==> src/hw/rtl/tdpb_pkg.sv <==
// tail-drop packet buffer: shared widths, reset values and control structs
// no dependencies; used by the interfaces and by every module of the block but tdpb_ram
package tdpb_pkg;

   localparam int TIME_W               = 32;
   localparam int DUR_W                = 16;
   localparam int SIZE_W               = 7;
   localparam int DEFAULT_BUFFER_DEPTH = 64;

   localparam logic [SIZE_W-1:0] BUFFER_SIZE_RESET = 7'd64;

   typedef struct packed {
      logic latch_input;
      logic read_head;
      logic pop_head;
      logic push_entry;
      logic load_result;
   } ctrl_cmd_type;

   typedef struct packed {
      logic count_zero;
      logic head_done;
      logic full;
   } ctrl_status_type;

endpackage

==> src/hw/rtl/tdpb_if.sv <==
// valid/ready channel interfaces for packets, results and the size register
// depends on tdpb_pkg
interface tdpb_req_if;
   import tdpb_pkg::*;
   logic              valid;
   logic              ready;
   logic [TIME_W-1:0] arrival_time;
   logic [DUR_W-1:0]  process_time;
   modport source (output valid, output arrival_time, output process_time, input ready);
   modport sink   (input valid, input arrival_time, input process_time, output ready);
endinterface

interface tdpb_rsp_if;
   import tdpb_pkg::*;
   logic              valid;
   logic              ready;
   logic              dropped;
   logic [TIME_W-1:0] start_time;
   modport source (output valid, output dropped, output start_time, input ready);
   modport sink   (input valid, input dropped, input start_time, output ready);
endinterface

interface tdpb_csr_if;
   import tdpb_pkg::*;
   logic              valid;
   logic              ready;
   logic [SIZE_W-1:0] buffer_size;
   modport source (output valid, output buffer_size, input ready);
   modport sink   (input valid, input buffer_size, output ready);
endinterface

==> src/hw/rtl/tdpb_ram.sv <==
// generic single write port ram with registered read
// no dependencies
module tdpb_ram #(
   parameter int WIDTH = 32,
   parameter int DEPTH = 64,
   parameter int ADDR_W = (DEPTH > 1) ? $clog2(DEPTH) : 1
) (
   input  logic              clock,
   input  logic              wr_en,
   input  logic [ADDR_W-1:0] wr_addr,
   input  logic [WIDTH-1:0]  wr_data,
   input  logic              rd_en,
   input  logic [ADDR_W-1:0] rd_addr,
   output logic [WIDTH-1:0]  rd_data
);

   logic [WIDTH-1:0] mem_ff [DEPTH];
   logic [WIDTH-1:0] rd_data_ff;

   always_ff @(posedge clock) begin
      if (wr_en) begin
         mem_ff[wr_addr] <= wr_data;
      end
      if (rd_en) begin
         rd_data_ff <= mem_ff[rd_addr];
      end
   end

   assign rd_data = rd_data_ff;

endmodule

==> src/hw/rtl/tdpb_ctrl.sv <==
// controller: sequences head pops, the drop decision and the result register
// depends on tdpb_pkg
module tdpb_ctrl (
   input  logic                      clock,
   input  logic                      reset,
   input  logic                      req_valid,
   output logic                      req_ready,
   output logic                      rsp_valid,
   input  logic                      rsp_ready,
   input  tdpb_pkg::ctrl_status_type status,
   output tdpb_pkg::ctrl_cmd_type    cmd
);
   import tdpb_pkg::*;

   typedef enum logic [1:0] {
      ST_IDLE,
      ST_FETCH,
      ST_CMP,
      ST_DECIDE
   } state_type;

   state_type state_ff, state_in;
   logic      rsp_valid_ff, rsp_valid_in;
   logic      out_free;

   assign out_free = !rsp_valid_ff || rsp_ready;

   always_comb begin
      state_in     = state_ff;
      rsp_valid_in = rsp_valid_ff && !rsp_ready;
      cmd          = '0;
      case (state_ff)
         ST_IDLE: begin
            if (req_valid) begin
               cmd.latch_input = 1'b1;
               state_in        = ST_FETCH;
            end
         end
         ST_FETCH: begin
            if (status.count_zero) begin
               state_in = ST_DECIDE;
            end else begin
               cmd.read_head = 1'b1;
               state_in      = ST_CMP;
            end
         end
         ST_CMP: begin
            if (status.head_done) begin
               cmd.pop_head = 1'b1;
               state_in     = ST_FETCH;
            end else begin
               state_in = ST_DECIDE;
            end
         end
         ST_DECIDE: begin
            if (out_free) begin
               cmd.load_result = 1'b1;
               cmd.push_entry  = !status.full;
               rsp_valid_in    = 1'b1;
               state_in        = ST_IDLE;
            end
         end
         default: begin
            state_in = ST_IDLE;
         end
      endcase
   end

   always_ff @(posedge clock) begin
      if (reset) begin
         state_ff     <= ST_IDLE;
         rsp_valid_ff <= 1'b0;
      end else begin
         state_ff     <= state_in;
         rsp_valid_ff <= rsp_valid_in;
      end
   end

   assign req_ready = (state_ff == ST_IDLE);
   assign rsp_valid = rsp_valid_ff;

endmodule

==> src/hw/rtl/tdpb_datapath.sv <==
// datapath: finish time fifo, occupancy, start/finish arithmetic, result register
// depends on tdpb_pkg and tdpb_ram
module tdpb_datapath #(
   parameter int BUFFER_DEPTH = tdpb_pkg::DEFAULT_BUFFER_DEPTH
) (
   input  logic                        clock,
   input  logic                        reset,
   input  logic [tdpb_pkg::TIME_W-1:0] req_arrival_time,
   input  logic [tdpb_pkg::DUR_W-1:0]  req_process_time,
   input  logic                        csr_write,
   input  logic [tdpb_pkg::SIZE_W-1:0] csr_buffer_size,
   input  tdpb_pkg::ctrl_cmd_type      cmd,
   output tdpb_pkg::ctrl_status_type   status,
   output logic                        rsp_dropped,
   output logic [tdpb_pkg::TIME_W-1:0] rsp_start_time
);
   import tdpb_pkg::*;

   localparam int PTR_W = (BUFFER_DEPTH > 1) ? $clog2(BUFFER_DEPTH) : 1;
   localparam int CNT_W = $clog2(BUFFER_DEPTH + 1);
   localparam int CMP_W = (CNT_W > SIZE_W) ? CNT_W : SIZE_W;
   localparam int SUM_W = PTR_W + 2;

   logic [TIME_W-1:0] arrival_ff;
   logic [DUR_W-1:0]  duration_ff;
   logic [PTR_W-1:0]  head_ff, head_in;
   logic [CNT_W-1:0]  count_ff, count_in;
   logic [TIME_W-1:0] last_finish_ff, last_finish_in;
   logic [SIZE_W-1:0] buffer_size_ff;
   logic              dropped_ff;
   logic [TIME_W-1:0] start_ff;

   logic [TIME_W-1:0] head_finish;
   logic [CMP_W-1:0]  capacity;
   logic [SUM_W-1:0]  tail_sum;
   logic [PTR_W-1:0]  tail;
   logic [TIME_W-1:0] start;
   logic [TIME_W:0]   finish_sum;
   logic [TIME_W-1:0] finish;

   tdpb_ram #(
      .WIDTH (TIME_W),
      .DEPTH (BUFFER_DEPTH),
      .ADDR_W(PTR_W)
   ) u_finish_ram (
      .clock  (clock),
      .wr_en  (cmd.push_entry),
      .wr_addr(tail),
      .wr_data(finish),
      .rd_en  (cmd.read_head),
      .rd_addr(head_ff),
      .rd_data(head_finish)
   );

   assign capacity = (CMP_W'(buffer_size_ff) > CMP_W'(BUFFER_DEPTH)) ?
                     CMP_W'(BUFFER_DEPTH) : CMP_W'(buffer_size_ff);

   assign status.count_zero = (count_ff == '0);
   assign status.head_done  = (head_finish <= arrival_ff);
   assign status.full       = (CMP_W'(count_ff) >= capacity);

   always_comb begin
      tail_sum = SUM_W'(head_ff) + SUM_W'(count_ff);
      if (tail_sum >= SUM_W'(BUFFER_DEPTH)) begin
         tail_sum = tail_sum - SUM_W'(BUFFER_DEPTH);
      end
      tail = tail_sum[PTR_W-1:0];
   end

   assign start      = (arrival_ff > last_finish_ff) ? arrival_ff : last_finish_ff;
   assign finish_sum = {1'b0, start} + (TIME_W + 1)'(duration_ff);
   assign finish     = finish_sum[TIME_W] ? {TIME_W{1'b1}} : finish_sum[TIME_W-1:0];

   always_comb begin
      head_in        = head_ff;
      count_in       = count_ff;
      last_finish_in = last_finish_ff;
      if (cmd.pop_head) begin
         head_in  = (head_ff == PTR_W'(BUFFER_DEPTH - 1)) ? '0 : head_ff + 1'b1;
         count_in = count_ff - 1'b1;
      end
      if (cmd.push_entry) begin
         count_in       = count_ff + 1'b1;
         last_finish_in = finish;
      end
   end

   always_ff @(posedge clock) begin
      if (reset) begin
         head_ff        <= '0;
         count_ff       <= '0;
         last_finish_ff <= '0;
         buffer_size_ff <= BUFFER_SIZE_RESET;
      end else begin
         head_ff        <= head_in;
         count_ff       <= count_in;
         last_finish_ff <= last_finish_in;
         if (csr_write) begin
            buffer_size_ff <= csr_buffer_size;
         end
      end
   end

   always_ff @(posedge clock) begin
      if (cmd.latch_input) begin
         arrival_ff  <= req_arrival_time;
         duration_ff <= req_process_time;
      end
      if (cmd.load_result) begin
         dropped_ff <= status.full;
         start_ff   <= status.full ? '0 : start;
      end
   end

   assign rsp_dropped    = dropped_ff;
   assign rsp_start_time = start_ff;

endmodule

==> src/hw/rtl/tail_drop_packet_buffer_top.sv <==
// channel   | dir | payload                      | transaction when
// req_chan  | in  | arrival_time, process_time   | valid && ready
// rsp_chan  | out | dropped, start_time          | valid && ready
// csr_chan  | in  | buffer_size                  | valid && ready (ready held high)
//
// one packet in flight: the controller latches it, then for each head entry reads its
// finish time and pops it if finished, going straight to the decision when the fifo is
// empty; each pop is a registered read of the finish time ram
// synchronous active-high reset empties the fifo and sets buffer_size to 64
// a result waits in the output register while the next packet is taken;
// a packet that reaches its decision with that register still full waits there
// depends on tdpb_pkg, tdpb_if, tdpb_ram, tdpb_ctrl, tdpb_datapath
module tail_drop_packet_buffer_top #(
   parameter int BUFFER_DEPTH = tdpb_pkg::DEFAULT_BUFFER_DEPTH
) (
   input logic       clock,
   input logic       reset,
   tdpb_req_if.sink  req_chan,
   tdpb_rsp_if.source rsp_chan,
   tdpb_csr_if.sink  csr_chan
);
   import tdpb_pkg::*;

   ctrl_cmd_type    cmd;
   ctrl_status_type status;

   assign csr_chan.ready = 1'b1;

   tdpb_ctrl u_ctrl (
      .clock    (clock),
      .reset    (reset),
      .req_valid(req_chan.valid),
      .req_ready(req_chan.ready),
      .rsp_valid(rsp_chan.valid),
      .rsp_ready(rsp_chan.ready),
      .status   (status),
      .cmd      (cmd)
   );

   tdpb_datapath #(
      .BUFFER_DEPTH(BUFFER_DEPTH)
   ) u_datapath (
      .clock           (clock),
      .reset           (reset),
      .req_arrival_time(req_chan.arrival_time),
      .req_process_time(req_chan.process_time),
      .csr_write       (csr_chan.valid && csr_chan.ready),
      .csr_buffer_size (csr_chan.buffer_size),
      .cmd             (cmd),
      .status          (status),
      .rsp_dropped     (rsp_chan.dropped),
      .rsp_start_time  (rsp_chan.start_time)
   );

endmodule

==> src/flat_wrapper.sv <==
// flat-port wrapper written by rule: the top's interface ports become plain ports
module tail_drop_packet_buffer_top_flat import tdpb_pkg::*;
#(
   parameter int BUFFER_DEPTH = tdpb_pkg::DEFAULT_BUFFER_DEPTH
)
  (clock, reset, req_chan_valid, req_chan_arrival_time, req_chan_process_time, req_chan_ready, rsp_chan_valid, rsp_chan_dropped, rsp_chan_start_time, rsp_chan_ready, csr_chan_valid, csr_chan_buffer_size, csr_chan_ready);
  tdpb_req_if req_chan_i ();
  tdpb_rsp_if rsp_chan_i ();
  tdpb_csr_if csr_chan_i ();
  input logic clock;
  input logic reset;
  input wire logic [$bits(req_chan_i.valid)-1:0] req_chan_valid;
  input wire logic [$bits(req_chan_i.arrival_time)-1:0] req_chan_arrival_time;
  input wire logic [$bits(req_chan_i.process_time)-1:0] req_chan_process_time;
  output wire logic [$bits(req_chan_i.ready)-1:0] req_chan_ready;
  output wire logic [$bits(rsp_chan_i.valid)-1:0] rsp_chan_valid;
  output wire logic [$bits(rsp_chan_i.dropped)-1:0] rsp_chan_dropped;
  output wire logic [$bits(rsp_chan_i.start_time)-1:0] rsp_chan_start_time;
  input wire logic [$bits(rsp_chan_i.ready)-1:0] rsp_chan_ready;
  input wire logic [$bits(csr_chan_i.valid)-1:0] csr_chan_valid;
  input wire logic [$bits(csr_chan_i.buffer_size)-1:0] csr_chan_buffer_size;
  output wire logic [$bits(csr_chan_i.ready)-1:0] csr_chan_ready;
  assign req_chan_i.valid = req_chan_valid;
  assign req_chan_i.arrival_time = req_chan_arrival_time;
  assign req_chan_i.process_time = req_chan_process_time;
  assign req_chan_ready = req_chan_i.ready;
  assign rsp_chan_valid = rsp_chan_i.valid;
  assign rsp_chan_dropped = rsp_chan_i.dropped;
  assign rsp_chan_start_time = rsp_chan_i.start_time;
  assign rsp_chan_i.ready = rsp_chan_ready;
  assign csr_chan_i.valid = csr_chan_valid;
  assign csr_chan_i.buffer_size = csr_chan_buffer_size;
  assign csr_chan_ready = csr_chan_i.ready;
  tail_drop_packet_buffer_top #(.BUFFER_DEPTH(BUFFER_DEPTH)) u_core (.clock(clock), .reset(reset), .req_chan(req_chan_i), .rsp_chan(rsp_chan_i), .csr_chan(csr_chan_i));
endmodule
==> config.mk <==
export PLATFORM = sky130hd
export DESIGN_NAME = tail_drop_packet_buffer_top_flat
export DESIGN_NICKNAME = d
export VERILOG_FILES = /design/src/hw/rtl/tdpb_pkg.sv /design/src/hw/rtl/tdpb_if.sv /design/src/hw/rtl/tdpb_ram.sv /design/src/hw/rtl/tdpb_ctrl.sv /design/src/hw/rtl/tdpb_datapath.sv /design/src/hw/rtl/tail_drop_packet_buffer_top.sv /design/src/flat_wrapper.sv
export SDC_FILE = /design/constraint.sdc
export NUM_CORES = 2
export LEC_CHECK = 0
export BUFFER_PORTS_ARGS = -buffer_cell sky130_fd_sc_hd__buf_2
export CORE_MARGIN = 2
export CORE_UTILIZATION = 35
export DETAILED_ROUTE_END_ITERATION = 8
export SLEW_MARGIN = 0
export SYNTH_ARGS = -nofsm -noshare
export SYNTH_HDL_FRONTEND = slang
export SYNTH_SLANG_ARGS = --single-unit
export TNS_END_PERCENT = 10
==> constraint.sdc <==
create_clock -name clock -period 6.4 [get_ports clock]
set_clock_uncertainty 0.15 [all_clocks]
set_input_delay 1.28 -clock clock [delete_from_list [all_inputs] [get_ports clock]]
set_output_delay 1.28 -clock clock [all_outputs]
set_load 0.02 [all_outputs]
-- Yosys cells after proc, flatten, opt, wreduce, memory -nomap -nowiden
Memories as Yosys holds them, arrays and structs flattened. A register that Yosys moved wholly into a read port is not among the register bits.
Cells that the tools add are included.
W data, S select, Z words.
- magnitude comparators: 5
- reduce and logical (&&, ||, !) cells: 9
- add/subtract/negate cells: 6
- equal/unequal tests: 6
- multiplexer cells: 24
- operator list (cell ; count):
    $mux W32 ; 2
    $add A32 B16 Y33 ; 1
    $gt A32 B32 Y1 ; 1
    $le A32 B32 Y1 ; 1
    $mux W7 ; 3
    $mux W6 ; 2
    $mux W1 ; 11
    $mux W2 ; 5
    $add A6 B7 Y8 ; 1
    $ge A8 B7 Y1 const B ; 1
    $pmux W2 S4 ; 1
    $add A7 B1 Y7 const B ; 1
    $ge A7 B7 Y1 ; 1
    $gt A7 B7 Y1 const B ; 1
    $logic_not A7 Y1 ; 1
    $sub A7 B1 Y7 const B ; 1
    $add A6 B1 Y6 const B ; 1
    $eq A6 B6 Y1 const B ; 1
    $sub A6 B1 Y6 const B ; 1
    $eq A2 B2 Y1 const B ; 2
    $ne A2 B2 Y1 const B ; 2
    $logic_not A1 Y1 ; 3
    $eq A2 B1 Y1 const B ; 1
    $logic_not A2 Y1 ; 1
    4 further kinds ; 4
- bits in writable memories: 2048
- flip-flop bits (word level): 136
- memories: 1
- word-level logic and storage cells: 61
- memory list (memory ; words ; width ; rd ports ; clocked after Yosys merged registers in ; write ports ; RTL line ; text):
    u_core.u_datapath.u_finish_ram.mem_ff ; 64 ; 32 ; 1 ; 1 ; 1 ; tdpb_ram.sv:17 ; logic [WIDTH-1:0] mem_ff [DEPTH];

-- Longest topological paths before layout
- word-level depth: 8
- mapped depth: 25

-- Hierarchy
Synthesis repeated with hierarchy kept, for this count alone.
- cells, all modules: 4273
- area total of the unflattened synthesis: 87655.3 um^2
- by module, submodules not included (module ; cells each ; seq. area each (um^2) ; area an instance (um^2) ; times used):
    tdpb_ram ; 3324 ; 62459.9 ; 78835.6 ; 1
    tdpb_datapath ; 929 ; 3473.3 ; 8655.8 ; 1
    tdpb_ctrl ; 18 ; 60.1 ; 152.6 ; 1
    tail_drop_packet_buffer_top ; 2 ; 0.0 ; 11.3 ; 1

-- Worst setup path after synthesis
OpenSTA, ideal clock, no wires.
- path type: reg2reg
- start point: register u_core.u_datapath.arrival_ff[29]
- end point: memory u_core.u_datapath.u_finish_ram.mem_ff[0][31] (data pin)
- library setup time: 0.549 ns
- stages on the path, launching flop included: 24
- arrival: 6.329 ns
- slack: -0.628 ns
- cells stage by stage: edfxtp_1 -> ha_1 -> nand4_1 -> or4_4 -> nor4_2 -> a41oi_2 -> nor2_4 -> buf_6 -> buf_6 -> buf_4 -> nand2_1 -> o21ai_0 -> ha_1 -> inv_1 -> fa_1 -> nor2b_1 -> o31ai_1 -> a211oi_1 -> nor3_1 -> o21bai_1 -> o21a_2 -> buf_6 -> nor3_1 -> a21oi_1
- word-level cells in the longest chain between the ends: 4
- RTL lines (item ; RTL line ; text):
    start, declared ; tdpb_datapath.sv:24 ; logic [TIME_W-1:0] arrival_ff;
    start signal, assigned ; tdpb_datapath.sv:106 ; arrival_ff <= req_arrival_time;
    $gt A32 B32 Y1 ; tdpb_datapath.sv:70 ; assign start = (arrival_ff > last_finish_ff) ? arrival_ff : last_finish_ff;
    $mux W32 ; tdpb_datapath.sv:70 ;
    via u_core.u_datapath.start[0] ; tdpb_datapath.sv:37 ; logic [TIME_W-1:0] start;
    $add A32 B16 Y33 ; tdpb_datapath.sv:71 ; assign finish_sum = {1'b0, start} + (TIME_W + 1)'(duration_ff);
    $mux W32 ; tdpb_datapath.sv:72 ; assign finish = finish_sum[TIME_W] ? {TIME_W{1'b1}} : finish_sum[TIME_W-1:0];
    via u_core.u_datapath.finish[31] ; tdpb_datapath.sv:39 ; logic [TIME_W-1:0] finish;
    end, declared ; tdpb_ram.sv:17 ;
The timed path passes the listed nets, and every way through them passes these cells.

-- Worst setup path after layout
- start point: register u_core.u_datapath.arrival_ff[14]
- end point: memory u_core.u_datapath.u_finish_ram.mem_ff[26][20] (data pin)
Same word-level chain as after synthesis.

==> summary.md <==
| Metric | Value |
|---|---|
| First-pass GRT wire length | `315000 um` |
| #FFs+latches synth | `2216` |
| Setup CP Type | `flop to flop` |
| Met1 Use GR | `0.242` |
| Cell family with most CP delay | `simple AND/OR/NAND/NOR gates` |
| Outcome | `completed` |
| FF/Latch Area | `66000 um^2` |
| Number of setup buffers added after CTS | `0` |
| Post-synth ARST share | `0` |
| PortBufs | `94` |
| Final setup viols | `0` |
| Area of the multi-input gates | `21100 um^2` |
| Clock sinks | `2216` |
| Initial core utilization | `0.352` |
| Slew of the pin with the lowest slew margin | `1.30 ns` |
| Clock-pin slew on the worst setup and hold paths | `0.07 ns` |
| H-tree depth | `4` |
| Drt first pass iters | `5` |
| Nets | `4395` |
| Final slew viol count | `0` |
| Placed cell areas | `about 94000 um^2` |
| Die height | `504 um` |
| Fmax | `164 MHz` |
| Synthesized area per cell | `22.2 um^2` |
| Busiest layer in global routing | `met2` |
| HPWL Detailed | `121000 um` |
| Via density | `5.45` |
| Site Rows | `183` |
| Cts hold-fix bufs | `0` |
| Net Count, Synth | `4101` |
| Worst-skew pair later-pin latency | `around 0.86 ns` |
| Worst Setup End Kind | `flop` |
| Final hold vios | `0` |
| GR met3 Demand/Resource | `0.0281` |
| Ports | `96` |
| Worst vdd ir | `0.000271 V` |
| Hold Path Class | `flop to flop` |
| Via count | `42200` |
| Synth Warn # | `0` |
| Routed Antenna Nets | `0` |
| WL final | `220000 um` |
| Slowest stage delay, CP | `approximately 0.67 ns` |
| Commonest non-fill, non-tap cells in the layout | `2161 x edfxtp_1, 672 x mux4_2, 220 x clkbuf_16` |
| Worst Path Arrival | `roughly 6.5 ns` |
| All-Layer GR Usage | `0.170` |
| M2 GR Usage | `0.276` |
| Root Driver | `clkbuf_16` |
| Area Overhead vs Synth | `15.2%` |
| Type of origin of the critical path | `flop` |
| CP max FO | `64` |
| Wire per inst | `between 20 and 30 um` |
| Synth Cell Area | `between 80000 and 90000 um^2` |
| CP cell instances | `ha_1 -> nand4_1 -> or4_1 -> nor4_4 -> a41oi_2 -> nor2_4 -> buf_4 -> nand2_1 -> o21ai_0 -> ha_1 -> nor2b_1 -> o31ai_1 -> a211oi_2 -> nor3_1 -> o21ba_2 -> buf_4 -> nor2_1 -> o21ai_0 -> o21ai_0 -> nand2_2 -> buf_6` |
| Most common cell after layout, fill and taps aside | `edfxtp_1` |
| Seq/Total Area, Yosys | `0.754` |
| Most Frequent Cell on Critical Path | `o21ai_0` |
| RSZ-0062 raised after global routing | `no` |
| Syn Inst Count | `3940` |
| Post-route minimum period | `~6.1 ns` |
| CP max-delay cell | `or4_1` |
| Fin crit share | `0.950` |
| Relative slew slack | `0.137` |
| Fillers | `21600` |
| Antenna violations before repair | `16` |
| Overflow after GRT | `0` |
| Most used DFF post-synth | `edfxtp_1` |
| Die width | `just over 500 um` |
| CTS max path bufs | `3` |
| Worst hold slack | `0.338 ns` |
| Num CTS Buffers | `217` |
| Post-synth EDFFs | `around 2200` |
| Vias in the first global route | `42600` |
| Worst path bufs/invs | `3` |
| Core area | `249000 um^2` |
| Worst EP required | `6.81 ns` |
| Post-synth cell types | `76` |
| Die area | `between 200000 and 300000 um^2` |
| Leak | `30.6 nW` |
| Final instance area | `between 100000 and 150000 um^2` |
| Cell Pwr Density | `376 nW/um^2` |
| Fraction of layout cells with a size suffix above 1 | `0.313` |
| Max cap viols | `0` |
| Final GP Congestion | `roughly 0.9` |
| Largest net degree at the start of global routing | `between 100 and 150` |
| # DRC | `0` |
| CTS tree | `built` |
| DRT iter0 DRCs | `4597` |
logic make-up (layout without fill, tap and decap cells):
| family | after synthesis | in the layout | share of synthesized area |
|---|---|---|---|
| other cells | 1 | 7 | 0.0000429 |
| simple gates | 394 | 395 | 0.0213 |
| flops | 2216 | 2216 | 0.754 |
| fa+ha+maj | 101 | 101 | 0.0147 |
| compound gates | 230 | 230 | 0.0188 |
| xor+xnor | 43 | 43 | 0.00430 |
| mux | 684 | 684 | 0.174 |
| buf+inv | 271 | 746 | 0.0125 |
synth_stat cells, types with 4 or more instances:
cell type / number / area [um^2]
o21bai_1: 6 / 45.0
a221oi_2: 9 / 135
nor2b_1: 25 / 156
buf_2: 22 / 110
and4_1: 7 / 61.3
dfxtp_1: 55 / 1100
or3_1: 4 / 25.0
nand2_1: 84 / 315
inv_1: 80 / 300
nor4_1: 9 / 56.3
ha_1: 98 / 1230
buf_4: 6 / 45.0
mux4_2: 672 / 15100
a311oi_1: 7 / 61.3
a31oi_1: 4 / 25.0
a211oi_1: 13 / 97.6
nor3_1: 22 / 110
clkbuf_1: 121 / 454
o211ai_1: 5 / 37.5
a2111oi_0: 4 / 35.0
xor2_1: 10 / 87.6
nand4_1: 10 / 62.6
o21a_1: 8 / 60.1
nand2b_1: 7 / 43.8
a211o_1: 4 / 35.0
xnor2_1: 33 / 289
a21oi_2: 5 / 43.8
o21ai_0: 39 / 195
buf_1: 38 / 143
nor2_1: 154 / 578
a21o_1: 22 / 165
mux2i_1: 12 / 120
edfxtp_1: 2161 / 64900
or2_2: 6 / 37.5
nand3_1: 38 / 190
and3_1: 11 / 68.8
a21oi_1: 68 / 340
stage by stage:
stage | TNS [ns] | worst slack (ns) | util | std cells | total power (W)
CTS | 0 | 0.0562 | 0.405 | 7745 | 0.0381
finish | 0 | 0.319 | 0.405 | 7752 | 0.0379
detailed placement | -0.414 | -0.0112 | 0.377 | 7344 | 0.0256
floorplan | -38.35 | -0.510 | - | 3940 | 0.0231
global placement | 0 | 0.116 | 0.377 | 7344 | 0.0254
global route | 0 | 0.0314 | 0.405 | 7747 | 0.0393
routing by layer:
| metal | part of all wire | routed length (um) |
|---|---|---|
| met3 | 0.070 | 15300 |
| met2 | 0.48 | 107000 |
| met4 | 0.018 | 3970 |
| met1 | 0.43 | 94000 |
| met5 | 0 | 0 |
cell type report:
cell class / count / share of cell area
Sequential cell: 2216 / 0.655
Multi-Input combinational cell: 1454 / 0.209
Clock buffer: 266 / 0.0565
Tap cell: 3330 / 0.0413
Timing Repair Buffer: 264 / 0.0227
Clock inverter: 135 / 0.0127
Inverter: 81 / 0.00302
Antenna cell: 6 / 0.000149
what timing repair did:
action	CTS	global route
endpoints found under the setup margin	64	1632
cloned	0	1
gates resized for setup	1	15
pin swaps	0	2
final timing paths:
kind	start	end	slack (ns)	depth (start not counted)
worst max-delay path	u_core.u_datapath.arrival_ff[14]	u_core.u_datapath.u_finish_ram.mem_ff[26][20]	0.32	21
worst min-delay path	u_core.u_datapath.last_finish_ff[5]	u_core.u_datapath.last_finish_ff[5]	0.34	2
worst max register to register	u_core.u_datapath.arrival_ff[14]	u_core.u_datapath.u_finish_ram.mem_ff[26][20]	0.32	21
worst min register to register	u_core.u_datapath.last_finish_ff[5]	u_core.u_datapath.last_finish_ff[5]	0.34	2
worst register-to-register path: cells and delay by family, from the launching register on:
family | cells | cell delay [ns]
AO/OA/AOI/OAI | 7 | 1.41
adder cells (fa/ha/maj) | 2 | 0.66
buffers and inverters | 3 | 0.72
flip-flops | 1 | 0.41
AND/OR/NAND/NOR | 9 | 2.34
where the power goes:
part	total, W	leakage [nW]	switching [W]	internal [W]
logic	0.00638	7.23	0.00442	0.00196
clock network	0.0126	3.42	0.00542	0.00716
registers	0.0189	20.0	0.000189	0.0187
total	0.0379	30.6	0.0100	0.0278
sequential cells by signal, indices dropped and copies added (netlist names):
signal and count:
u_core.u_datapath.count_ff 7, u_core.u_datapath.u_finish_ram.mem_ff 2048, u_core.u_datapath.u_finish_ram.rd_data 32, u_core.u_datapath.rsp_start_time 32, u_core.u_datapath.arrival_ff 32, u_core.u_datapath.rsp_dropped 1, u_core.u_datapath.buffer_size_ff 7, u_core.u_ctrl.rsp_valid 1
u_core.u_datapath.last_finish_ff 32, u_core.u_datapath.duration_ff 16, u_core.u_datapath.head_ff 6, u_core.u_ctrl.state_ff 2
Power figures use the tool's default switching activity.
